[config.mk]
export PLATFORM = sky130hd
export DESIGN_NAME = dichotomy_min_search_unit
export DESIGN_NICKNAME = d
export VERILOG_FILES = /design/src/rtl/dms_pkg.sv /design/src/rtl/dms_csr.sv /design/src/rtl/dms_engine.sv /design/src/rtl/dms_out_buf.sv /design/src/rtl/dichotomy_min_search_unit.sv
export SDC_FILE = /design/constraint.sdc
export NUM_CORES = 2
export LEC_CHECK = 0
export ABC_AREA = 1
export ABC_CLOCK_PERIOD_IN_PS = 9500
export BUFFER_PORTS_ARGS = -buffer_cell sky130_fd_sc_hd__clkbuf_2
export CORE_UTILIZATION = 30
export CTS_CLUSTER_SIZE = 25
export DETAILED_ROUTE_END_ITERATION = 10
export PLACE_DENSITY_LB_ADDON = 0.3
export SLEW_MARGIN = 0
export SYNTH_ARGS = -nofsm -noshare
export SYNTH_HDL_FRONTEND = slang
export SYNTH_SLANG_ARGS = --single-unit
[constraint.sdc]
create_clock -name clock -period 9.5 [get_ports clock]
set_input_delay 1.425 -clock clock [delete_from_list [all_inputs] [get_ports clock]]
set_output_delay 1.425 -clock clock [all_outputs]
set_load 0.005 [all_outputs]
[src/rtl/dms_pkg.sv]
// Shared types, codes and arithmetic helpers for the dichotomous minimum search unit.
// No dependencies; every other file in rtl/ imports this package.
`default_nettype none

package dms_pkg;

   localparam int unsigned ITER_WIDTH = 21;
   localparam logic [ITER_WIDTH-1:0] ITERATION_LIMIT = ITER_WIDTH'(2000000);

   localparam int unsigned DELTA_WIDTH = 31;
   localparam int unsigned CSR_DATA_WIDTH = 32;
   localparam int unsigned CSR_ADDR_WIDTH = 3;

   // Register index (byte address / 4)
   localparam logic REG_DELTA_SETTING = 1'b0;

   typedef enum logic {
      ACT_START = 1'b0,
      ACT_VALUE = 1'b1
   } action_type;

   typedef enum logic [1:0] {
      KIND_PROBE  = 2'd0,
      KIND_DONE   = 2'd1,
      KIND_ERROR  = 2'd2
   } kind_type;

   typedef enum logic [1:0] {
      ERR_NONE      = 2'd0,
      ERR_INTERVAL  = 2'd1,
      ERR_EPS       = 2'd2,
      ERR_ITER_LIM  = 2'd3
   } err_type;

   typedef enum logic [1:0] {
      PH_IDLE     = 2'd0,
      PH_WAIT_Y   = 2'd1,
      PH_WAIT_Z   = 2'd2,
      PH_WAIT_MID = 2'd3
   } phase_type;

   typedef struct packed {
      logic               action;
      logic signed [31:0] lower_bound;
      logic signed [31:0] upper_bound;
      logic signed [31:0] tolerance;
      logic signed [31:0] function_value;
   } req_type;

   typedef struct packed {
      logic [1:0]         kind;
      logic signed [31:0] point;
      logic signed [31:0] min_value;
      logic [1:0]         error_code;
   } rsp_type;

   // floor((x + y) / 2), exact
   function automatic logic signed [31:0] mid_floor(input logic signed [31:0] x,
                                                    input logic signed [31:0] y);
      logic [32:0] s;
      s = {x[31], x} + {y[31], y};
      return s[32:1];
   endfunction

   // m +/- d, saturated to the signed 32-bit range
   function automatic logic signed [31:0] offset_sat(input logic signed [31:0] m,
                                                     input logic [DELTA_WIDTH-1:0] d,
                                                     input logic down);
      logic [32:0] r;
      r = down ? ({m[31], m} - {2'b00, d}) : ({m[31], m} + {2'b00, d});
      if (r[32] != r[31]) begin
         return r[32] ? 32'sh8000_0000 : 32'sh7FFF_FFFF;
      end
      return r[31:0];
   endfunction

   // hi - lo <= 2 * tol, exact
   function automatic logic narrow_enough(input logic signed [31:0] lo,
                                          input logic signed [31:0] hi,
                                          input logic signed [31:0] tol);
      logic signed [32:0] w;
      logic signed [32:0] t2;
      w  = {hi[31], hi} - {lo[31], lo};
      t2 = {tol, 1'b0};
      return w <= t2;
   endfunction

endpackage

`default_nettype wire

[src/rtl/dms_csr.sv]
// Configuration register block: APB-style slave holding delta_setting.
// Depends on dms_pkg.
`default_nettype none

module dms_csr
   import dms_pkg::*;
(
   input  wire logic                      clock,
   input  wire logic                      reset,
   input  wire logic                      psel,
   input  wire logic                      penable,
   input  wire logic                      pwrite,
   input  wire logic [CSR_ADDR_WIDTH-1:0] paddr,
   input  wire logic [CSR_DATA_WIDTH-1:0] pwdata,
   output      logic [CSR_DATA_WIDTH-1:0] prdata,
   output      logic                      pready,
   output      logic [DELTA_WIDTH-1:0]    delta_setting
);

   logic                   reg_index;
   logic                   wr_en;
   logic [DELTA_WIDTH-1:0] delta_ff;
   logic [DELTA_WIDTH-1:0] delta_in;

   assign pready    = 1'b1;
   assign reg_index = paddr[CSR_ADDR_WIDTH-1];
   assign wr_en     = psel & penable & pwrite & pready;

   always_comb begin
      delta_in = delta_ff;
      if (wr_en && reg_index == REG_DELTA_SETTING) begin
         delta_in = pwdata[DELTA_WIDTH-1:0];
      end
   end

   always_comb begin
      unique case (reg_index)
         REG_DELTA_SETTING: prdata = {1'b0, delta_ff};
         default:           prdata = '0;
      endcase
   end

   always_ff @(posedge clock) begin
      if (reset) begin
         delta_ff <= '0;
      end else begin
         delta_ff <= delta_in;
      end
   end

   assign delta_setting = delta_ff;

endmodule

`default_nettype wire

[src/rtl/dms_engine.sv]
// Search state and single-pass datapath: one accepted transaction updates the
// interval state and yields at most one result. Depends on dms_pkg.
`default_nettype none

module dms_engine
   import dms_pkg::*;
(
   input  wire logic                   clock,
   input  wire logic                   reset,
   input  wire logic                   accept,
   input  wire req_type                req,
   input  wire logic [DELTA_WIDTH-1:0] delta_setting,
   output      logic                   res_push,
   output      rsp_type                res
);

   phase_type              phase_ff, phase_in;
   logic signed [31:0]     low_ff, low_in;
   logic signed [31:0]     high_ff, high_in;
   logic signed [31:0]     tol_ff, tol_in;
   logic [DELTA_WIDTH-1:0] delta_ff, delta_in;
   logic signed [31:0]     left_ff, left_in;
   logic [ITER_WIDTH-1:0]  iter_ff, iter_in;

   // start path
   logic                   bad_interval, bad_eps, start_narrow;
   logic [32:0]            width_s;
   logic [DELTA_WIDTH-1:0] d_pick, d_max, d_clamp;
   logic signed [31:0]     mid_start;

   // value path
   logic signed [31:0]     mid_cur, mid_upd, lo_upd, hi_upd, pt_minus, pt_plus;
   logic                   keep_left, upd_narrow, limit_hit;
   logic [ITER_WIDTH-1:0]  iter_inc;

   assign bad_interval = req.lower_bound >= req.upper_bound;
   assign bad_eps      = req.tolerance <= 32'sd0;
   assign start_narrow = narrow_enough(req.lower_bound, req.upper_bound, req.tolerance);
   assign width_s      = {req.upper_bound[31], req.upper_bound}
                       - {req.lower_bound[31], req.lower_bound};
   assign mid_start    = mid_floor(req.lower_bound, req.upper_bound);

   // eps > 0 here, so the shift is floor(eps/2); width > 0, so shift is floor(width/4)
   assign d_pick = (delta_setting != '0) ? delta_setting : req.tolerance[31:1];
   assign d_max  = width_s[32:2];

   always_comb begin
      d_clamp = (d_pick > d_max) ? d_max : d_pick;
      if (d_clamp == '0) begin
         d_clamp = DELTA_WIDTH'(1);
      end
   end

   assign mid_cur    = mid_floor(low_ff, high_ff);
   assign pt_minus   = offset_sat(mid_cur, delta_ff, 1'b1);
   assign pt_plus    = offset_sat(mid_cur, delta_ff, 1'b0);
   assign keep_left  = left_ff <= req.function_value;
   assign lo_upd     = keep_left ? low_ff : pt_minus;
   assign hi_upd     = keep_left ? pt_plus : high_ff;
   assign mid_upd    = mid_floor(lo_upd, hi_upd);
   assign upd_narrow = narrow_enough(lo_upd, hi_upd, tol_ff);
   assign iter_inc   = iter_ff + ITER_WIDTH'(1);
   assign limit_hit  = iter_inc > ITERATION_LIMIT;

   // next phase
   always_comb begin
      phase_in = phase_ff;
      if (accept) begin
         if (req.action == ACT_START) begin
            if (bad_interval || bad_eps) begin
               phase_in = PH_IDLE;
            end else if (start_narrow) begin
               phase_in = PH_WAIT_MID;
            end else begin
               phase_in = PH_WAIT_Y;
            end
         end else begin
            unique case (phase_ff)
               PH_WAIT_Y: phase_in = PH_WAIT_Z;
               PH_WAIT_Z: begin
                  if (upd_narrow) begin
                     phase_in = PH_WAIT_MID;
                  end else if (limit_hit) begin
                     phase_in = PH_IDLE;
                  end else begin
                     phase_in = PH_WAIT_Y;
                  end
               end
               PH_WAIT_MID: phase_in = PH_IDLE;
               default:     phase_in = PH_IDLE;
            endcase
         end
      end
   end

   // datapath registers and result
   always_comb begin
      low_in   = low_ff;
      high_in  = high_ff;
      tol_in   = tol_ff;
      delta_in = delta_ff;
      left_in  = left_ff;
      iter_in  = iter_ff;
      res_push = 1'b0;
      res      = '{kind: KIND_PROBE, point: '0, min_value: '0, error_code: ERR_NONE};
      if (accept) begin
         if (req.action == ACT_START) begin
            res_push = 1'b1;
            if (bad_interval) begin
               res.kind       = KIND_ERROR;
               res.error_code = ERR_INTERVAL;
            end else if (bad_eps) begin
               res.kind       = KIND_ERROR;
               res.error_code = ERR_EPS;
            end else begin
               low_in  = req.lower_bound;
               high_in = req.upper_bound;
               tol_in  = req.tolerance;
               left_in = '0;
               iter_in = '0;
               if (start_narrow) begin
                  res.point = mid_start;
               end else begin
                  delta_in  = d_clamp;
                  res.point = offset_sat(mid_start, d_clamp, 1'b1);
               end
            end
         end else begin
            unique case (phase_ff)
               PH_WAIT_Y: begin
                  left_in   = req.function_value;
                  res_push  = 1'b1;
                  res.point = pt_plus;
               end
               PH_WAIT_Z: begin
                  low_in   = lo_upd;
                  high_in  = hi_upd;
                  res_push = 1'b1;
                  if (upd_narrow) begin
                     res.point = mid_upd;
                  end else begin
                     iter_in = iter_inc;
                     if (limit_hit) begin
                        res.kind       = KIND_ERROR;
                        res.error_code = ERR_ITER_LIM;
                     end else begin
                        res.point = offset_sat(mid_upd, delta_ff, 1'b1);
                     end
                  end
               end
               PH_WAIT_MID: begin
                  res_push      = 1'b1;
                  res.kind      = KIND_DONE;
                  res.point     = mid_cur;
                  res.min_value = req.function_value;
               end
               default: res_push = 1'b0;
            endcase
         end
      end
   end

   always_ff @(posedge clock) begin
      if (reset) begin
         phase_ff <= PH_IDLE;
         low_ff   <= '0;
         high_ff  <= '0;
         tol_ff   <= '0;
         delta_ff <= '0;
         left_ff  <= '0;
         iter_ff  <= '0;
      end else begin
         phase_ff <= phase_in;
         low_ff   <= low_in;
         high_ff  <= high_in;
         tol_ff   <= tol_in;
         delta_ff <= delta_in;
         left_ff  <= left_in;
         iter_ff  <= iter_in;
      end
   end

endmodule

`default_nettype wire

[src/rtl/dms_out_buf.sv]
// Result register plus one skid entry so the input side can hand over one more
// result while the receiver stalls. Depends on dms_pkg.
`default_nettype none

module dms_out_buf
   import dms_pkg::*;
(
   input  wire logic    clock,
   input  wire logic    reset,
   input  wire logic    push,
   input  wire rsp_type push_data,
   output      logic    full,
   output      logic    rsp_valid,
   input  wire logic    rsp_stall,
   output      rsp_type rsp_data
);

   logic    out_valid_ff, out_valid_in;
   logic    skid_valid_ff, skid_valid_in;
   rsp_type out_data_ff, out_data_in;
   rsp_type skid_data_ff, skid_data_in;
   logic    take;

   assign take = out_valid_ff & ~rsp_stall;

   always_comb begin
      out_valid_in  = out_valid_ff;
      skid_valid_in = skid_valid_ff;
      out_data_in   = out_data_ff;
      skid_data_in  = skid_data_ff;
      if (skid_valid_ff) begin
         if (take) begin
            out_data_in   = skid_data_ff;
            skid_valid_in = 1'b0;
         end
      end else if (push) begin
         if (!out_valid_ff || take) begin
            out_data_in  = push_data;
            out_valid_in = 1'b1;
         end else begin
            skid_data_in  = push_data;
            skid_valid_in = 1'b1;
         end
      end else if (take) begin
         out_valid_in = 1'b0;
      end
   end

   always_ff @(posedge clock) begin
      if (reset) begin
         out_valid_ff  <= 1'b0;
         skid_valid_ff <= 1'b0;
      end else begin
         out_valid_ff  <= out_valid_in;
         skid_valid_ff <= skid_valid_in;
      end
   end

   always_ff @(posedge clock) begin
      out_data_ff  <= out_data_in;
      skid_data_ff <= skid_data_in;
   end

   assign full      = skid_valid_ff;
   assign rsp_valid = out_valid_ff;
   assign rsp_data  = out_data_ff;

endmodule

`default_nettype wire

[src/rtl/dichotomy_min_search_unit.sv]
// Top level of the dichotomous minimum search controller (signed Q16.16).
// Instantiates dms_csr, dms_engine and dms_out_buf; depends on dms_pkg.
//
// Usage:
//  - req channel (req_valid / req_stall / req_data): a start transaction carries
//    the interval [a,b] and eps; a value transaction returns f at the last
//    requested point. A value transaction while idle is dropped, no result.
//  - rsp channel (rsp_valid / rsp_stall / rsp_data): probe requests, the final
//    x_min with f_min, or an error code.
//  - APB-style port: register 0 (byte address 0) is delta_setting, the half
//    probe spacing; zero selects eps/2. Write it only while no search is active.
// Result path: a taken transaction's result is registered (result register or skid entry).
// Throughput: one transaction per cycle while req_stall is low; the whole update
//    (midpoint, interval shrink, width check, next probe point) is one combinational
//    pass from the request to the result register.
// Stall: a result register plus one skid entry follow the datapath, so one
//    more transaction is taken while a result waits; req_stall rises only when
//    the skid entry is occupied, and clears as soon as the receiver takes one.
// Reset: synchronous, active high. Phase goes idle, interval state and
//    delta_setting clear, any pending results are dropped.
`default_nettype none

module dichotomy_min_search_unit
   import dms_pkg::*;
(
   input  wire logic                      clock,
   input  wire logic                      reset,

   // request channel
   input  wire logic                      req_valid,
   output      logic                      req_stall,
   input  wire req_type                   req_data,

   // result channel
   output      logic                      rsp_valid,
   input  wire logic                      rsp_stall,
   output      rsp_type                   rsp_data,

   // configuration port
   input  wire logic                      psel,
   input  wire logic                      penable,
   input  wire logic                      pwrite,
   input  wire logic [CSR_ADDR_WIDTH-1:0] paddr,
   input  wire logic [CSR_DATA_WIDTH-1:0] pwdata,
   output      logic [CSR_DATA_WIDTH-1:0] prdata,
   output      logic                      pready
);

   logic                   delta_setting;
   logic [DELTA_WIDTH-1:0] delta_cfg;
   logic                   req_accept;
   logic                   res_push;
   rsp_type                res;
   logic                   buf_full;

   // transaction taken whenever the skid entry is free
   assign req_stall  = buf_full;
   assign req_accept = req_valid & ~buf_full;

   dms_csr u_csr (
      .clock         (clock),
      .reset         (reset),
      .psel          (psel),
      .penable       (penable),
      .pwrite        (pwrite),
      .paddr         (paddr),
      .pwdata        (pwdata),
      .prdata        (prdata),
      .pready        (pready),
      .delta_setting (delta_cfg)
   );

   // nonzero spacing programmed (informational, mirrors the eps/2 fallback)
   assign delta_setting = |delta_cfg;

   dms_engine u_engine (
      .clock         (clock),
      .reset         (reset),
      .accept        (req_accept),
      .req           (req_data),
      .delta_setting (delta_setting ? delta_cfg : '0),
      .res_push      (res_push),
      .res           (res)
   );

   dms_out_buf u_out_buf (
      .clock     (clock),
      .reset     (reset),
      .push      (res_push),
      .push_data (res),
      .full      (buf_full),
      .rsp_valid (rsp_valid),
      .rsp_stall (rsp_stall),
      .rsp_data  (rsp_data)
   );

endmodule

`default_nettype wire

==> impl_metrics.tcl <==
set metrics [dict create \
    fin_setup_tns_ns 0 \
    dpl.hpwl_um 175800 \
    drc 0 \
    ant_nets 0 \
    grt_max_degree 94 \
    die-height_um 369.0 \
    core_area_mm2 0.1335 \
    syn-cell-area_mm2 0.04040 \
    period_share 0.9783 \
    synth_top_area_share 0.1707 \
    pwr-share-seq 0.083 \
    cts-htree-levels 2 \
    cp_max_fo 15 \
    cap_violations 0 \
    antenna_found_initial 6 \
    synth.most_common_cell "nand2_1" \
    first_iter_violations 5046 \
    synth_nets 7266 \
    power_frac_clock 0.082 \
    clk_pin_slew_ns 0.07 \
    startpoint "u_engine.high_ff[4]$_SDFFE_PP0P_" \
    pwr-share-comb 0.834 \
    die_area_mm2 0.1361 \
    hold_violations 0 \
    skew_ns 0.03917 \
    outcome "completed" \
    tightest_slew_ns 1.020 \
    cts-root-buf "clkbuf_16" \
    first_pass_iters 8 \
    crit_slowest_cell "ha_1" \
    final_area_mm2 0.05571 \
    cts_sinks 351 \
    p_sw_mw 10.40 \
    avgViaCountPerCell 5.091 \
    min_from "u_engine.tol_ff[4]$_SDFFE_PP0P_" \
    finalWorstPathRequiredPeriod_ns 9.294 \
    wl_per_cell_um 21.47 \
    vias 49550 \
    initial_utilization 0.3027 \
    cts_tree "yes" \
    cts.path.max_buffers 3 \
    grt_pass1_wl_um 296200 \
    place_area_mm2 0.05144 \
    die_w_um 369.0 \
    place.port_buffers 268 \
    wl_um 209000 \
    powerDensity_mw_per_mm2 367.0 \
    avgSynthCellArea_um2 6.064 \
    cts_buffers 42 \
    fin_ws_ns 0.2062 \
    yosys.cell_types.count 63 \
    p_leak_nw 28.62 \
    max_freq_mhz 107.6 \
    r2r_start "u_engine.high_ff[4]$_SDFFE_PP0P_" \
    sw_frac_of_total 0.5086 \
    place.gp.congestion 1.056 \
    grt-ovfl-total 0 \
    synth_largest_area_cell "nand2_1" \
    critPathMaxStageDelay_ns 0.39 \
    cp_data_arrival_time_ns 9.68 \
    synth_edf_count 136 \
    worst-setup-path-type "flop to flop" \
    dp_cells 9600 \
    min_path_type "flop to flop" \
    ys_warn_count 0 \
    final_cell_count_no_fill 9732 \
    end_kind "flop" \
    drive_gt1_frac 0.2617 \
    rows 134 \
    setup_viol 0 \
    cp.required_ns 9.88 \
    grt_pass1_vias 45680 \
    async_flop_share 0 \
    report.final.slew_viol_count 0 \
    p_int_mw 10.05 \
    nNetsFinal 8534 \
    netlist_top_cells_count "nand2_1 (1,837), inv_1 (975), a21oi_1 (700)" \
    synth_flop_cell "dfxtp_1" \
    synthCells 6662 \
    startpoint_type "flop" \
    area_growth_pct 37.90 \
    pin_count 274 \
    vdd_drop_max_mv 0.3547 \
    finalPower_mw 20.45 \
    pre_cts_ws_ns -0.9003 \
    ys_ff_latch 351 \
    max_slew_margin 0.3148 \
    synthTopCellsByArea "nand2_1 (17%), ha_1 (13%), dfxtp_1 (11%)" \
    yosysSeqAreaShare 0.2076 \
    crit_top_cell "nand2_1" \
    grt.total_usage 0.2934 \
    rsz0062_at_grt "true" \
    clk_latency_ns 0.65 \
]
-- metal layers --
layer / up-vias / part of all wire / wire length, um / global-route usage
li1: 24120 / - / - / -
met1: 23090 / 0.43 / 90590 / 0.3915
met2: 1925 / 0.43 / 89170 / 0.4488
met3: 397 / 0.079 / 16480 / 0.04925
met4: 8 / 0.061 / 12650 / 0.1572
met5: - / 0.00025 / 53 / 0
-- critical path, delay by kind of cell (launching register included) --
family                     cells  cell delay, ns
DFF                            1            0.33
buffers and inverters         15            1.91
AOI/OAI and AO/OA              7            1.15
adders and majority gates      5            1.60
and+or+nand+nor               32            3.44
xor gates and xnor gates       3            0.56
-- flip-flops by register name (all words and copies together), names as in the netlist --
name / flops
u_engine.iter_ff: 21
u_out_buf.rsp_data: 68
u_engine.left_ff: 32
u_engine.delta_ff: 31
u_out_buf.rsp_valid: 1
u_engine.tol_ff: 32
u_engine.high_ff: 32
u_out_buf.skid_data_ff: 68
u_out_buf.full: 1
u_engine.phase_ff: 2
u_engine.low_ff: 32
u_csr.delta_setting: 31
-- path summary, 6_finish.rpt --
check / end / slack, ns / cells past startpoint
max reg2reg: u_out_buf.rsp_data[39]$_DFFE_PP_ / 0.21 / 62
min: u_engine.tol_ff[4]$_SDFFE_PP0P_ / 0.46 / 2
max: u_out_buf.rsp_data[39]$_DFFE_PP_ / 0.21 / 62
min reg2reg: u_engine.tol_ff[4]$_SDFFE_PP0P_ / 0.46 / 2
-- metrics by stage --
step             util  hold WS [ns]
4_1_cts        0.4019        0.4660
6_report       0.4175        0.4613
5_1_grt        0.4174        0.4773
3_5_place_dp   0.3854        0.4552
2_1_floorplan       -        0.4332
3_3_place_gp   0.3854        0.4460
-- kinds of logic after synthesis --
family                   after synthesis  synth area share
XOR/XNOR                             150           0.03270
AO/OA/AOI/OAI                       1320            0.1754
adder cells (fa/ha/maj)              433            0.1358
flip-flops                           351            0.2076
other                                  2         0.0001859
AND/OR/NAND/NOR                     3192            0.3281
buffers and inverters               1214            0.1202
-- power groups by stage --
stage	logic, mW	clock network (mW)	registers [mW]
floorplan	7.31	0	1.72
global placement	15.0	0	1.73
detailed placement	15.0	0	1.73
CTS	15.6	1.70	1.70
global route	18.4	1.76	1.71
finish	17.1	1.68	1.71
-- area by class of cell --
cell class              count  area (um^2)
inverters                 991         3739
fillers                 14460        77740
repair buffers           1447        10390
flip-flops and latches    351         8401
well taps                1768         2212
clock buffers              51         1105
clock inverters            25        276.5
diodes                      2        5.005
multi-input cells        5097        29590
-- cell usage in the layout, fill, tap and decap left out, drive strengths merged, types with 47 or more instances in the layout --
cell and instances:
inv 987, o21ai 440, nor3 59, buf 1181, clkbuf 317, ha 424
dfxtp 215, a21oi 721, edfxtp 136, nand3 437, nor2 656, nand4 92
xor2 143, o21bai 47, nand2 1860
-- timing repair --
item	in CTS	in global routing
buffers inserted	14	41
setup endpoints to repair	93	93
resized for setup	168	437
pin swaps	33	131
hold endpoints to repair	0	0
hold buffers	0	0
Note: power is estimated with default switching activity, not from simulation.
